## config.mk

```make
export PLATFORM = sky130hd
export DESIGN_NAME = jpeg_segment_end_finder_unit_flat
export DESIGN_NICKNAME = d
export VERILOG_FILES = /design/src/jsef_pkg.sv /design/src/jsef_byte_if.sv /design/src/jsef_result_if.sv /design/src/jsef_parser.sv /design/src/jpeg_segment_end_finder_unit.sv /design/src/flat_wrapper.sv
export VERILOG_INCLUDE_DIRS = /design/src /design/src/src
export SDC_FILE = /design/constraint.sdc
export NUM_CORES = 1
export LEC_CHECK = 0
export ABC_AREA = 1
export BUFFER_PORTS_ARGS = -buffer_cell sky130_fd_sc_hd__buf_4
export CORE_ASPECT_RATIO = 0.7
export CORE_MARGIN = 3
export CORE_UTILIZATION = 66
export CTS_CLUSTER_DIAMETER = 100
export DETAILED_ROUTE_END_ITERATION = 7
export HOLD_SLACK_MARGIN = 0.03
export PLACE_DENSITY_LB_ADDON = 0.08
export SYNTH_ARGS = -nofsm -noshare
export SYNTH_HDL_FRONTEND = slang
export SYNTH_SLANG_ARGS = --single-unit
```

## constraint.sdc

```tcl
create_clock -name clk_i -period 5.4 [get_ports clk_i]
set_clock_uncertainty 0.2 [all_clocks]
set_input_delay 0.81 -clock clk_i [delete_from_list [all_inputs] [get_ports clk_i]]
set_output_delay 0.81 -clock clk_i [all_outputs]
set_load 0.05 [all_outputs]
```

## src/assert_macros.svh

```systemverilog
// Assertion macros shared by the checking sections of the RTL.
`ifndef ASSERT_MACROS_SVH
`define ASSERT_MACROS_SVH

// check a property on every clock edge outside reset
`define JSEF_ASSERT(lbl, prop) \
  lbl: assert property (@(posedge clk_i) disable iff (!rst_ni) (prop)) \
    else $error("assertion failed");

// check that a condition leads to a consequence on the next clock edge
`define JSEF_ASSERT_NEXT(lbl, ante, cons) \
  lbl: assert property (@(posedge clk_i) disable iff (!rst_ni) (ante) |=> (cons)) \
    else $error("assertion failed on following cycle");

`endif

```

## src/jsef_pkg.sv

```systemverilog
// Types, codes and constants of the segment end finder.
`timescale 1ns / 1ps
package jsef_pkg;

  localparam int unsigned CountBits = 32;
  localparam int unsigned MinStartBytes = 4;

  localparam logic [7:0] MarkPrefix = 8'hFF;
  localparam logic [7:0] MarkSoi    = 8'hD8;
  localparam logic [7:0] MarkEoi    = 8'hD9;
  localparam logic [7:0] MarkSos    = 8'hDA;
  localparam logic [7:0] MarkRstLo  = 8'hD0;
  localparam logic [7:0] MarkRstHi  = 8'hD7;
  localparam logic [7:0] MarkTem    = 8'h01;
  localparam logic [7:0] MarkStuff  = 8'h00;

  localparam logic [6:0] ConfValid   = 7'd95;
  localparam logic [6:0] ConfPartial = 7'd35;
  localparam logic [6:0] ConfNone    = 7'd0;

  localparam logic [31:0] MinSizeReset = 32'd4;

  typedef enum logic [3:0] {
    PH_SOI0,
    PH_SOI1,
    PH_BAD,
    PH_WALK,
    PH_MARK,
    PH_SEGH,
    PH_SEGL,
    PH_SEGSKIP,
    PH_SOSH,
    PH_SOSL,
    PH_SOSSKIP,
    PH_SEARCH,
    PH_DONE
  } phase_e;

  typedef enum logic [1:0] {
    ST_INVALID = 2'd0,
    ST_PARTIAL = 2'd1,
    ST_VALID   = 2'd2
  } status_e;

  typedef enum logic [1:0] {
    CA_END_FOUND   = 2'd0,
    CA_BELOW_MIN   = 2'd1,
    CA_BAD_START   = 2'd2,
    CA_END_MISSING = 2'd3
  } cause_e;

  typedef struct packed {
    status_e     status;
    cause_e      cause;
    logic [31:0] true_length;
    logic [6:0]  confidence;
  } verdict_t;

endpackage

```

## src/jsef_byte_if.sv

```systemverilog
// Byte stream channel: valid, ready, data byte and last flag.
`timescale 1ns / 1ps
interface jsef_byte_if;
  logic       valid;
  logic       ready;
  logic [7:0] data_byte;
  logic       last_byte;

  modport source (output valid, output data_byte, output last_byte, input ready);
  modport sink (input valid, input data_byte, input last_byte, output ready);
endinterface

```

## src/jsef_result_if.sv

```systemverilog
// Result channel: valid, ready and the verdict fields.
`timescale 1ns / 1ps
interface jsef_result_if;
  logic        valid;
  logic        ready;
  logic [1:0]  status;
  logic [1:0]  cause;
  logic [31:0] true_length;
  logic [6:0]  confidence;

  modport source (output valid, output status, output cause, output true_length,
                  output confidence, input ready);
  modport sink (input valid, input status, input cause, input true_length,
                input confidence, output ready);
endinterface

```

## src/jsef_parser.sv

```systemverilog
// Marker segment walker: parse state, per-byte update and end-of-stream verdict.
`timescale 1ns / 1ps
module jsef_parser (
  input  logic               clk_i,
  input  logic               rst_ni,
  input  logic               step_i,
  input  logic [7:0]         byte_i,
  input  logic               last_i,
  input  logic [31:0]        min_size_i,
  output jsef_pkg::verdict_t verdict_o
);
  import jsef_pkg::*;

  localparam logic [CountBits-1:0] CountMax = '1;

  phase_e               phase_q, phase_d;
  logic [CountBits-1:0] count_q, count_d;
  logic [15:0]          skip_q, skip_d;
  logic [7:0]           len_hi_q, len_hi_d;
  logic [CountBits-1:0] fallback_q, fallback_d;
  logic [CountBits-1:0] end_pos_q, end_pos_d;
  logic                 prev_ff_q, prev_ff_d;
  logic                 start_ok_q, start_ok_d;

  logic [15:0] seg_len;
  logic [15:0] skip_dec;
  logic        is_ff;
  logic        is_eoi;
  logic        is_alone;
  logic        eoi_pair;

  assign seg_len  = {len_hi_q, byte_i};
  assign skip_dec = skip_q - 16'd1;
  assign is_ff    = (byte_i == MarkPrefix);
  assign is_eoi   = (byte_i == MarkEoi);
  assign is_alone = (byte_i inside {[MarkRstLo:MarkRstHi], MarkTem, MarkStuff});
  assign eoi_pair = prev_ff_q && is_eoi;
  assign count_d  = (count_q == CountMax) ? count_q : count_q + 1'b1;

  always_comb begin
    phase_d = phase_q;
    unique case (phase_q)
      PH_SOI0:    phase_d = is_ff ? PH_SOI1 : PH_BAD;
      PH_SOI1:    phase_d = (byte_i == MarkSoi) ? PH_WALK : PH_BAD;
      PH_WALK:    if (is_ff) phase_d = PH_MARK;
      PH_MARK: begin
        if (is_ff) begin
          phase_d = PH_MARK;
        end else if (is_eoi) begin
          phase_d = PH_DONE;
        end else if (byte_i == MarkSos) begin
          phase_d = PH_SOSH;
        end else if (is_alone) begin
          phase_d = PH_WALK;
        end else begin
          phase_d = PH_SEGH;
        end
      end
      PH_SEGH:    phase_d = PH_SEGL;
      PH_SEGL: begin
        if (seg_len < 16'd2) begin
          phase_d = PH_SEARCH;
        end else if (seg_len == 16'd2) begin
          phase_d = PH_WALK;
        end else begin
          phase_d = PH_SEGSKIP;
        end
      end
      PH_SEGSKIP: if (skip_dec == '0) phase_d = PH_WALK;
      PH_SOSH:    phase_d = PH_SOSL;
      PH_SOSL:    phase_d = (seg_len <= 16'd2) ? PH_SEARCH : PH_SOSSKIP;
      PH_SOSSKIP: if (skip_dec == '0) phase_d = PH_SEARCH;
      PH_SEARCH:  if (eoi_pair) phase_d = PH_DONE;
      PH_BAD, PH_DONE: phase_d = phase_q;
      default:    phase_d = phase_q;
    endcase
  end

  always_comb begin
    skip_d     = skip_q;
    len_hi_d   = len_hi_q;
    fallback_d = fallback_q;
    end_pos_d  = end_pos_q;
    prev_ff_d  = prev_ff_q;
    start_ok_d = start_ok_q;
    case (phase_q)
      PH_SOI1: if (byte_i == MarkSoi) start_ok_d = 1'b1;
      PH_MARK: begin
        if (is_eoi) begin
          end_pos_d = count_d;
        end else if (!is_ff && byte_i != MarkSos && !is_alone) begin
          prev_ff_d  = 1'b0;
          fallback_d = '0;
        end
      end
      PH_SEGH: begin
        len_hi_d  = byte_i;
        prev_ff_d = is_ff;
      end
      PH_SEGL: begin
        if (eoi_pair && fallback_q == '0) fallback_d = count_d;
        prev_ff_d = is_ff;
        if (seg_len == 16'd2) begin
          fallback_d = '0;
        end else if (seg_len > 16'd2) begin
          skip_d = seg_len - 16'd2;
        end
      end
      PH_SEGSKIP: begin
        if (eoi_pair && fallback_q == '0) fallback_d = count_d;
        prev_ff_d = is_ff;
        skip_d    = skip_dec;
        if (skip_dec == '0) fallback_d = '0;
      end
      PH_SOSH: len_hi_d = byte_i;
      PH_SOSL: begin
        prev_ff_d = 1'b0;
        if (seg_len > 16'd2) skip_d = seg_len - 16'd2;
      end
      PH_SOSSKIP: begin
        skip_d = skip_dec;
        if (skip_dec == '0) prev_ff_d = 1'b0;
      end
      PH_SEARCH: begin
        if (eoi_pair) end_pos_d = count_d;
        prev_ff_d = is_ff;
      end
      default: begin
      end
    endcase
  end

  always_comb begin
    verdict_o.status      = ST_PARTIAL;
    verdict_o.cause       = CA_END_MISSING;
    verdict_o.confidence  = ConfPartial;
    verdict_o.true_length = (64'(count_d) > 64'h0000_0000_FFFF_FFFF) ? '1 : 32'(count_d);
    if (64'(count_d) < 64'(min_size_i)) begin
      verdict_o.status      = ST_INVALID;
      verdict_o.cause       = CA_BELOW_MIN;
      verdict_o.confidence  = ConfNone;
      verdict_o.true_length = '0;
    end else if (64'(count_d) < 64'(MinStartBytes) || !start_ok_d) begin
      verdict_o.status      = ST_INVALID;
      verdict_o.cause       = CA_BAD_START;
      verdict_o.confidence  = ConfNone;
      verdict_o.true_length = '0;
    end else if (end_pos_d != '0) begin
      verdict_o.status      = ST_VALID;
      verdict_o.cause       = CA_END_FOUND;
      verdict_o.confidence  = ConfValid;
      verdict_o.true_length =
        (64'(end_pos_d) > 64'h0000_0000_FFFF_FFFF) ? '1 : 32'(end_pos_d);
    end else if (phase_d == PH_SEGSKIP && fallback_d != '0) begin
      verdict_o.status      = ST_VALID;
      verdict_o.cause       = CA_END_FOUND;
      verdict_o.confidence  = ConfValid;
      verdict_o.true_length =
        (64'(fallback_d) > 64'h0000_0000_FFFF_FFFF) ? '1 : 32'(fallback_d);
    end
  end

  always_ff @(posedge clk_i or negedge rst_ni) begin
    if (!rst_ni) begin
      phase_q    <= PH_SOI0;
      count_q    <= '0;
      skip_q     <= '0;
      len_hi_q   <= '0;
      fallback_q <= '0;
      end_pos_q  <= '0;
      prev_ff_q  <= 1'b0;
      start_ok_q <= 1'b0;
    end else if (step_i) begin
      if (last_i) begin
        phase_q    <= PH_SOI0;
        count_q    <= '0;
        skip_q     <= '0;
        len_hi_q   <= '0;
        fallback_q <= '0;
        end_pos_q  <= '0;
        prev_ff_q  <= 1'b0;
        start_ok_q <= 1'b0;
      end else begin
        phase_q    <= phase_d;
        count_q    <= count_d;
        skip_q     <= skip_d;
        len_hi_q   <= len_hi_d;
        fallback_q <= fallback_d;
        end_pos_q  <= end_pos_d;
        prev_ff_q  <= prev_ff_d;
        start_ok_q <= start_ok_d;
      end
    end
  end

endmodule

```

## src/jpeg_segment_end_finder_unit.sv

```systemverilog
// Path: an accepted byte is held in the input register; the verdict for a last
//   byte goes into the result register when no earlier result waits untaken.
// Throughput: one byte per cycle; a last byte waits in the input register only
//   while an earlier result is not taken.
// Reset: parser state cleared to expect the start marker, min_size set to 4.
`timescale 1ns / 1ps
`include "assert_macros.svh"
module jpeg_segment_end_finder_unit (
  input  logic          clk_i,
  input  logic          rst_ni,
  input  logic          cfg_we_i,
  input  logic [31:0]   cfg_wdata_i,
  jsef_byte_if.sink     in_i,
  jsef_result_if.source out_o
);
  import jsef_pkg::*;

  logic       in_vld_q;
  logic [7:0] in_byte_q;
  logic       in_last_q;
  logic       out_vld_q;
  verdict_t   result_q;
  verdict_t   verdict;
  logic [31:0] min_size_q;
  logic       advance;
  logic       step;

  assign advance  = !(in_vld_q && in_last_q && out_vld_q && !out_o.ready);
  assign step     = in_vld_q && advance;
  assign in_i.ready = !in_vld_q || advance;

  always_ff @(posedge clk_i or negedge rst_ni) begin
    if (!rst_ni) begin
      min_size_q <= MinSizeReset;
    end else if (cfg_we_i) begin
      min_size_q <= cfg_wdata_i;
    end
  end

  always_ff @(posedge clk_i or negedge rst_ni) begin
    if (!rst_ni) begin
      in_vld_q <= 1'b0;
    end else if (in_i.ready) begin
      in_vld_q <= in_i.valid;
    end
  end

  always_ff @(posedge clk_i) begin
    if (in_i.ready && in_i.valid) begin
      in_byte_q <= in_i.data_byte;
      in_last_q <= in_i.last_byte;
    end
  end

  jsef_parser u_parser (
    .clk_i      (clk_i),
    .rst_ni     (rst_ni),
    .step_i     (step),
    .byte_i     (in_byte_q),
    .last_i     (in_last_q),
    .min_size_i (min_size_q),
    .verdict_o  (verdict)
  );

  always_ff @(posedge clk_i or negedge rst_ni) begin
    if (!rst_ni) begin
      out_vld_q <= 1'b0;
    end else if (step && in_last_q) begin
      out_vld_q <= 1'b1;
    end else if (out_o.ready) begin
      out_vld_q <= 1'b0;
    end
  end

  always_ff @(posedge clk_i) begin
    if (step && in_last_q) begin
      result_q <= verdict;
    end
  end

  assign out_o.valid       = out_vld_q;
  assign out_o.status      = result_q.status;
  assign out_o.cause       = result_q.cause;
  assign out_o.true_length = result_q.true_length;
  assign out_o.confidence  = result_q.confidence;

  `JSEF_ASSERT(a_valid_fields, !(out_vld_q && result_q.status == ST_VALID) ||
    (result_q.confidence == ConfValid && result_q.cause == CA_END_FOUND &&
     result_q.true_length != '0))
  `JSEF_ASSERT(a_invalid_zero, !(out_vld_q && result_q.status == ST_INVALID) ||
    (result_q.confidence == ConfNone && result_q.true_length == '0))
  `JSEF_ASSERT(a_last_holds,
    !(in_vld_q && in_last_q && out_vld_q && !out_o.ready) || !in_i.ready)
  `JSEF_ASSERT_NEXT(a_last_loads, step && in_last_q, out_vld_q)

endmodule

```

## src/flat_wrapper.sv

```systemverilog
// flat-port wrapper written by rule: the top's interface ports become plain ports
module jpeg_segment_end_finder_unit_flat import jsef_pkg::*;
  (clk_i, rst_ni, cfg_we_i, cfg_wdata_i, in_i_valid, in_i_data_byte, in_i_last_byte, in_i_ready, out_o_valid, out_o_status, out_o_cause, out_o_true_length, out_o_confidence, out_o_ready);
  jsef_byte_if in_i_i ();
  jsef_result_if out_o_i ();
  input  logic clk_i;
  input  logic rst_ni;
  input  logic cfg_we_i;
  input  logic [31:0] cfg_wdata_i;
  input wire logic [$bits(in_i_i.valid)-1:0] in_i_valid;
  input wire logic [$bits(in_i_i.data_byte)-1:0] in_i_data_byte;
  input wire logic [$bits(in_i_i.last_byte)-1:0] in_i_last_byte;
  output wire logic [$bits(in_i_i.ready)-1:0] in_i_ready;
  output wire logic [$bits(out_o_i.valid)-1:0] out_o_valid;
  output wire logic [$bits(out_o_i.status)-1:0] out_o_status;
  output wire logic [$bits(out_o_i.cause)-1:0] out_o_cause;
  output wire logic [$bits(out_o_i.true_length)-1:0] out_o_true_length;
  output wire logic [$bits(out_o_i.confidence)-1:0] out_o_confidence;
  input wire logic [$bits(out_o_i.ready)-1:0] out_o_ready;
  assign in_i_i.valid = in_i_valid;
  assign in_i_i.data_byte = in_i_data_byte;
  assign in_i_i.last_byte = in_i_last_byte;
  assign in_i_ready = in_i_i.ready;
  assign out_o_valid = out_o_i.valid;
  assign out_o_status = out_o_i.status;
  assign out_o_cause = out_o_i.cause;
  assign out_o_true_length = out_o_i.true_length;
  assign out_o_confidence = out_o_i.confidence;
  assign out_o_i.ready = out_o_ready;
  jpeg_segment_end_finder_unit u_core (.clk_i(clk_i), .rst_ni(rst_ni), .cfg_we_i(cfg_we_i), .cfg_wdata_i(cfg_wdata_i), .in_i(in_i_i), .out_o(out_o_i));
endmodule
```

* Word level (Yosys, flattened, before mapping)
Index checks and enable logic that the tools add are counted.
** Cells by class
- Muxes and demuxes :: 47
- $lt $le $gt $ge :: 7
- Reduce and logical (&&, ||, !) cells :: 39
- Eq/ne operators :: 23
- Add/sub/neg operators :: 3
** Operators with widths (count)
- $mux 32 :: 11
- $pmux 32 s3 :: 1
- $mux 43 :: 2
- $pmux 32 s2 :: 1
- $reduce_bool 32->1 :: 2
- $mux 16 :: 3
- $pmux 16 s3 :: 1
- $pmux 4 s11 :: 1
- $mux 41 :: 1
- $mux 4 :: 9
- $add 32x1->32 const B :: 1
- $eq 32x32->1 const B :: 1
- $eq 8x8->1 const B :: 4
- $logic_not 32->1 :: 1
- $lt 32x3->1 const B :: 1
- $lt 32x32->1 :: 1
- $eq 4x3->1 const B :: 5
- $eq 16x2->1 const B :: 1
- $eq 4x4->1 const B :: 4
- $gt 16x2->1 const B :: 1
- $le 16x2->1 const B :: 1
- $logic_not 16->1 :: 1
- $lt 16x2->1 const B :: 1
- $mux 8 :: 2
- 28 further kinds :: 62
** Storage, ports and cells
- Logic and storage cells :: 138
- Output and inout bits :: 45
- Bits in registers :: 212

* Logic depth before layout (Yosys ltp)
- Depth in word-level cells :: 13
- Mapped depth :: 25
- Gate-level depth less buffers :: 23

* Hierarchy
A second synthesis with hierarchy kept.
** Second synthesis, totals
- Cells, all modules :: 1967
- Area, all modules :: 14149.8 um2
** Modules (own cells, without submodules)
- jsef_parser :: area each 11074.4 um2, cells each 1766, instances 1
- jpeg_segment_end_finder_unit :: area each 3075.4 um2, cells each 201, instances 1

* Worst setup path before layout
Ideal clock, no wire load.
- Kind :: reg2reg
- From :: reg u_core.u_parser.count_q[0]
- To :: reg u_core.result_q, in the netlist u_core.out_o.true_length[10], data pin
- Data required time :: 4930 ps
- Clock period less this slack :: 3537 ps
- Stages on the path, launching flop included :: 19
- Setup slack :: 1863 ps
- Arrival :: 3067 ps
- Cell sequence :: dfrtp_1 > ha_1 > nand3_2 > inv_2 > nand2_2 > nor2_4 > nand2_1 > buf_2 > nand2_1 > ha_1 > a21oi_1 > nor2_1 > a211oi_1 > o221ai_1 > a221oi_1 > nand2_1 > nand2_1 > clkbuf_1 > a21oi_1
** On the way
- Word-level cells in the longest chain between the ends :: 9
- Elaborated cells on any way between the ends :: 19
** Ends and longest elaborated chain
- start: declaration :: line jsef_parser.sv:17 : logic [CountBits-1:0] count_q, count_d;
- start signal: assignment :: line jsef_parser.sv:185 : count_q <= count_d;
- $add 32x1->32 / $eq 32x32->1 (equally long branches) :: line jsef_parser.sv:38 : assign count_d = (count_q == CountMax) ? count_q : count_q + 1'b1;
- $mux 32 (*) :: line jsef_parser.sv:38
- $mux 32 :: line jsef_parser.sv:101, jsef_parser.sv:110
- $mux 32 (on tied branches) :: line jsef_parser.sv:113, jsef_parser.sv:103
- $pmux 32 s3 :: line jsef_parser.sv:86 : case (phase_q)
- $reduce_bool 32->1 :: line jsef_parser.sv:154 : end else if (phase_d == PH_SEGSKIP && fallback_d != '0) begin
- $logic_and 1x1->1 :: line jsef_parser.sv:154
- $mux 43 :: line jsef_parser.sv:154
- $mux 43 :: line jsef_parser.sv:148 : end else if (end_pos_d != '0) begin
- end signal: assignment :: line jpeg_segment_end_finder_unit.sv:77 : result_q <= verdict;
- end: declaration :: line jpeg_segment_end_finder_unit.sv:22 : verdict_t result_q;
Mark *: on every way between the ends. The rest lies on a longest branch, timed or not.
A chain may end at the register's enable or synchronous reset.

* Worst setup path in the final report
- From :: reg u_core.u_parser.count_q[0]
- To :: reg u_core.result_q, in the netlist u_core.out_o.true_length[12], data pin
The elaborated chain is that of the path after synthesis.

==> reports/qor.csv <==
stage,metric,value,unit
outcome,status,finished with violations,
outcome,failing checks,DRC,
synth,Yosys warning total,0,
global_routing,GRT Util Overall,41.4,%
floorplan,Initial Utilization,68.6,%
synth,Synth Net Count,1903,
synth,Synth Instances,1821,
cells_and_area,"commonest non-fill, non-tap cells in the layout","nand2_1, inv_1, nor2_1, nand3_1, dfrtp_1",
clock_tree,CTS tree,yes,
power_and_ir_drop,Leak Pwr,0.00696,uW
clock_tree,sinks on the clock net,206,
critical_path,Worst Path Required,5.43,ns
clock_tree,Post-CTS Resized,0,
clock_tree,CTS clock-pin slew for the worst setup and hold paths,0.06,ns
critical_path,Critical Path End Type,flop,
synth,"Cell Area, Synth",0.0132,mm2
timing,Fin. Hold Viols,0,
power_and_ir_drop,peak supply drop,0.251,mV
synth,prevailing post-synth register cell,dfrtp_1,
power_and_ir_drop,Cell Int Power,2810,uW
cells_and_area,Reg area,0.00539,mm2
routing,total wire length,46200,um
timing,fmax,0.197,GHz
routing,Routed WL per cell,21.5,um
global_routing,largest net degree at the start of global routing,95,
floorplan,Die Wd,175,um
power_and_ir_drop,Logic pwr share,25.5,%
timing,"Slew Viols, Final",0,
clock_tree,worst skew pair latency,0.51,ns
clock_tree,clk root buf,clkbuf_16,
floorplan,die area,0.0218,mm2
critical_path,Startpoint Class,flop,
routing,DR WL met2,18200,um
power_and_ir_drop,Reg power frac,40.0,%
cells_and_area,nets,1952,
global_routing,first-pass GRT wire length,70700,um
power_and_ir_drop,clock share of power,34.5,%
hold_path,Hold Crit Class,in2async,
clock_tree,CTS buffer count,21,
synth,Synth cell types,55,
cells_and_area,layout cells sized above 1,12.7,%
power_and_ir_drop,Switching Share,35.3,%
synth,Seq cells post-synth,206,
routing,Max Used Layer,met5,
power_and_ir_drop,switching power,1530,uW
global_routing,number of global-route vias before repair,12600,
routing,M1 wire length,18000,um
place,DP HPWL,33400,um
floorplan,Core ar.,0.0192,mm2
routing,post-DR vias/cell,6.37,
global_routing,remaining global-route overflow,0,
routing,via count,13700,
critical_path,FF-to-FF Start,u_core.u_parser.count_q[0],
power_and_ir_drop,Pwr per Cell Area,297,mW/mm2
timing,RSZ-0062 raised after global routing,no,
timing,"Setup violations, final",0,
clock_tree,"Setup Fix Bufs, Post-CTS",0,
routing,DRC Markers,15,
floorplan,I/O pins,91,
timing,worst relative slew slack,22.0,%
global_routing,initial antenna violation count,2,
power_and_ir_drop,Overall Power,4340,uW
cells_and_area,area of the multi-input gates,0.00641,mm2
place,Final GP Congestion,1.04,
synth,async set or reset register ratio after synthesis,77.7,%
floorplan,row count,42,
timing,Sum Neg Setup Slack,0,ns
critical_path,Critical Path Source,u_core.u_parser.count_q[0],
cells_and_area,"commonest non-fill, non-tap cell in the layout",nand2_1,
timing,actual slew at the worst max-slew pin,1.17,ns
clock_tree,hold_buf cts,0,
synth,"EDFF count, synth",46,
critical_path,worst-path maximum fanout,36,
job,max-capacitance violation count,0,
synth,"Seq/Total Area, Yosys",40.8,%
timing,"Period Utilization, post-route",94.1,%
cells_and_area,FILL cells,1492,
clock_tree,H-tree depth,1,
place,PortBufs,90,
routing,Initial DRT Pass Iterations,8,
cells_and_area,Syn-to-layout area delta,10.7,%
clock_tree,Clock Path Buffers,3,
routing,DRT iter0 DRCs,2175,
synth,syn_area_per_cell,7.25,um2
timing,final worst path period need,5.08,ns
floorplan,Die Ht,124,um
critical_path,WP data arrival,5.11,ns
routing,DRT antenna net count,0,
routing,met3 routed WL,8190,um
critical_path,Crit Path Class,reg2reg,
[worst max-delay path, stage by stage (launching register included)]
cell and delay, ns:
dfrtp_1 0.45, ha_1 0.28, nand3_2 0.15, inv_2 0.11, nand2_2 0.12, nor2_4 0.15, nand2_1 0.49, o21ai_2 0.58
inv_2 0.13, ha_1 0.29, a21boi_1 0.13, o211ai_1 0.19, nand2_1 0.14, a21oi_1 0.20, o21ai_1 0.21, nand2_1 0.11
nand2_1 0.05, nand2_1 0.09, nand2_1 0.09, nand2_1 0.08, buf_4 0.38, a21oi_1 0.14
[routing by layer]
layer	track usage [%]	up-vias
li1	-	6115
met1	57.7	6266
met2	56.7	1104
met3	20.8	192
met4	11.7	8
met5	1.85	-
[cell families (layout without fill, tap and decap cells)]
family / count (synthesis) / after routing / share of synthesized area, %
muxes: 1 / 1 / 0.0853
AOI/OAI and AO/OA: 318 / 318 / 13.9
DFF: 206 / 206 / 40.8
adders and majority gates: 36 / 36 / 3.41
other: 0 / 1 / 0
and+or+nand+nor: 902 / 902 / 29.9
xor gates and xnor gates: 16 / 16 / 1.06
buffers and inverters: 342 / 405 / 10.8
[final timing paths]
| check | end | cells after the start | slack (ns) |
|---|---|---|---|
| setup / recovery | u_core.out_o.true_length[12] | 21 | 0.32 |
| hold / removal | u_core.u_parser.skip_q[6] | 1 | 0.17 |
| setup reg to reg | u_core.out_o.true_length[12] | 21 | 0.32 |
| hold reg to reg | u_core.u_parser.prev_ff_q | 2 | 0.32 |
| max in group asynchronous | u_core.u_parser.end_pos_q[4] | 2 | 3.71 |
| min in group clk_i | u_core.in_byte_q[5] | 1 | 0.27 |
[power groups by stage]
| stage | registers, uW | clock network (uW) | logic (uW) |
|---|---|---|---|
| after floorplan | 1790 | 0 | 762 |
| after global placement | 1760 | 0 | 1030 |
| after detailed placement | 1770 | 0 | 1050 |
| after CTS | 1740 | 1480 | 1060 |
| after global routing | 1750 | 1540 | 1190 |
| final | 1740 | 1500 | 1110 |
[flip-flops by register name (all words and copies together), names as in the netlist]
signal / flops
u_core.out_o.valid: 1
u_core.u_parser.fallback_q: 32
u_core.u_parser.end_pos_q: 32
u_core.min_size_q: 32
u_core.u_parser.len_hi_q: 8
u_core.out_o.cause: 2
u_core.out_o.true_length: 32
u_core.in_byte_q: 8
u_core.u_parser.phase_q: 4
u_core.u_parser.count_q: 32
u_core.u_parser.start_ok_q: 1
u_core.in_vld_q: 1
u_core.out_o.confidence: 3
u_core.u_parser.skip_q: 16
u_core.in_last_q: 1
u_core.u_parser.prev_ff_q: 1
[cell type report]
| type | instances | area share (%) |
|---|---|---|
| clock buffer | 25 | 3.91 |
| sequential | 206 | 36.9 |
| multi-input combinational | 1273 | 43.9 |
| tap | 264 | 2.26 |
| timing repair buffer | 111 | 5.73 |
| clock inverter | 12 | 0.753 |
| antenna | 1 | 0.0171 |
| inverter | 257 | 6.60 |
[stage by stage]
step	area (um2)	setup WS (ns)	utilization (%)	cells	hold slack, ns
6_report	14600	0.318	76.0	2149	0.168
5_1_grt	14600	0.155	76.0	2148	0.235
4_1_cts	14600	0.599	76.0	2148	0.211
3_5_place_dp	13900	0.580	72.4	2111	0.298
3_3_place_gp	13900	0.700	72.4	2111	0.271
2_1_floorplan	13200	1.86	-	1821	0.253
[synth_stat cells (all sizes together) (5+ instances only)]
library cell  instances  area, um2
clkbuf               46        173
o22ai                98        613
xor2                 13        114
o2111ai              10       87.6
nor2                247       1030
a21oi                76        388
buf                  39        289
inv                 254        953
nand4                26        169
o21ai               112        568
ha                   36        450
nand2               418       1590
nor4                  6       37.5
o211ai                5       37.5
nand3               186       1000
dfrtp               159       3980
edfxtp               46       1380
nor3                 14       75.1
Power figures use the tool's default switching activity.
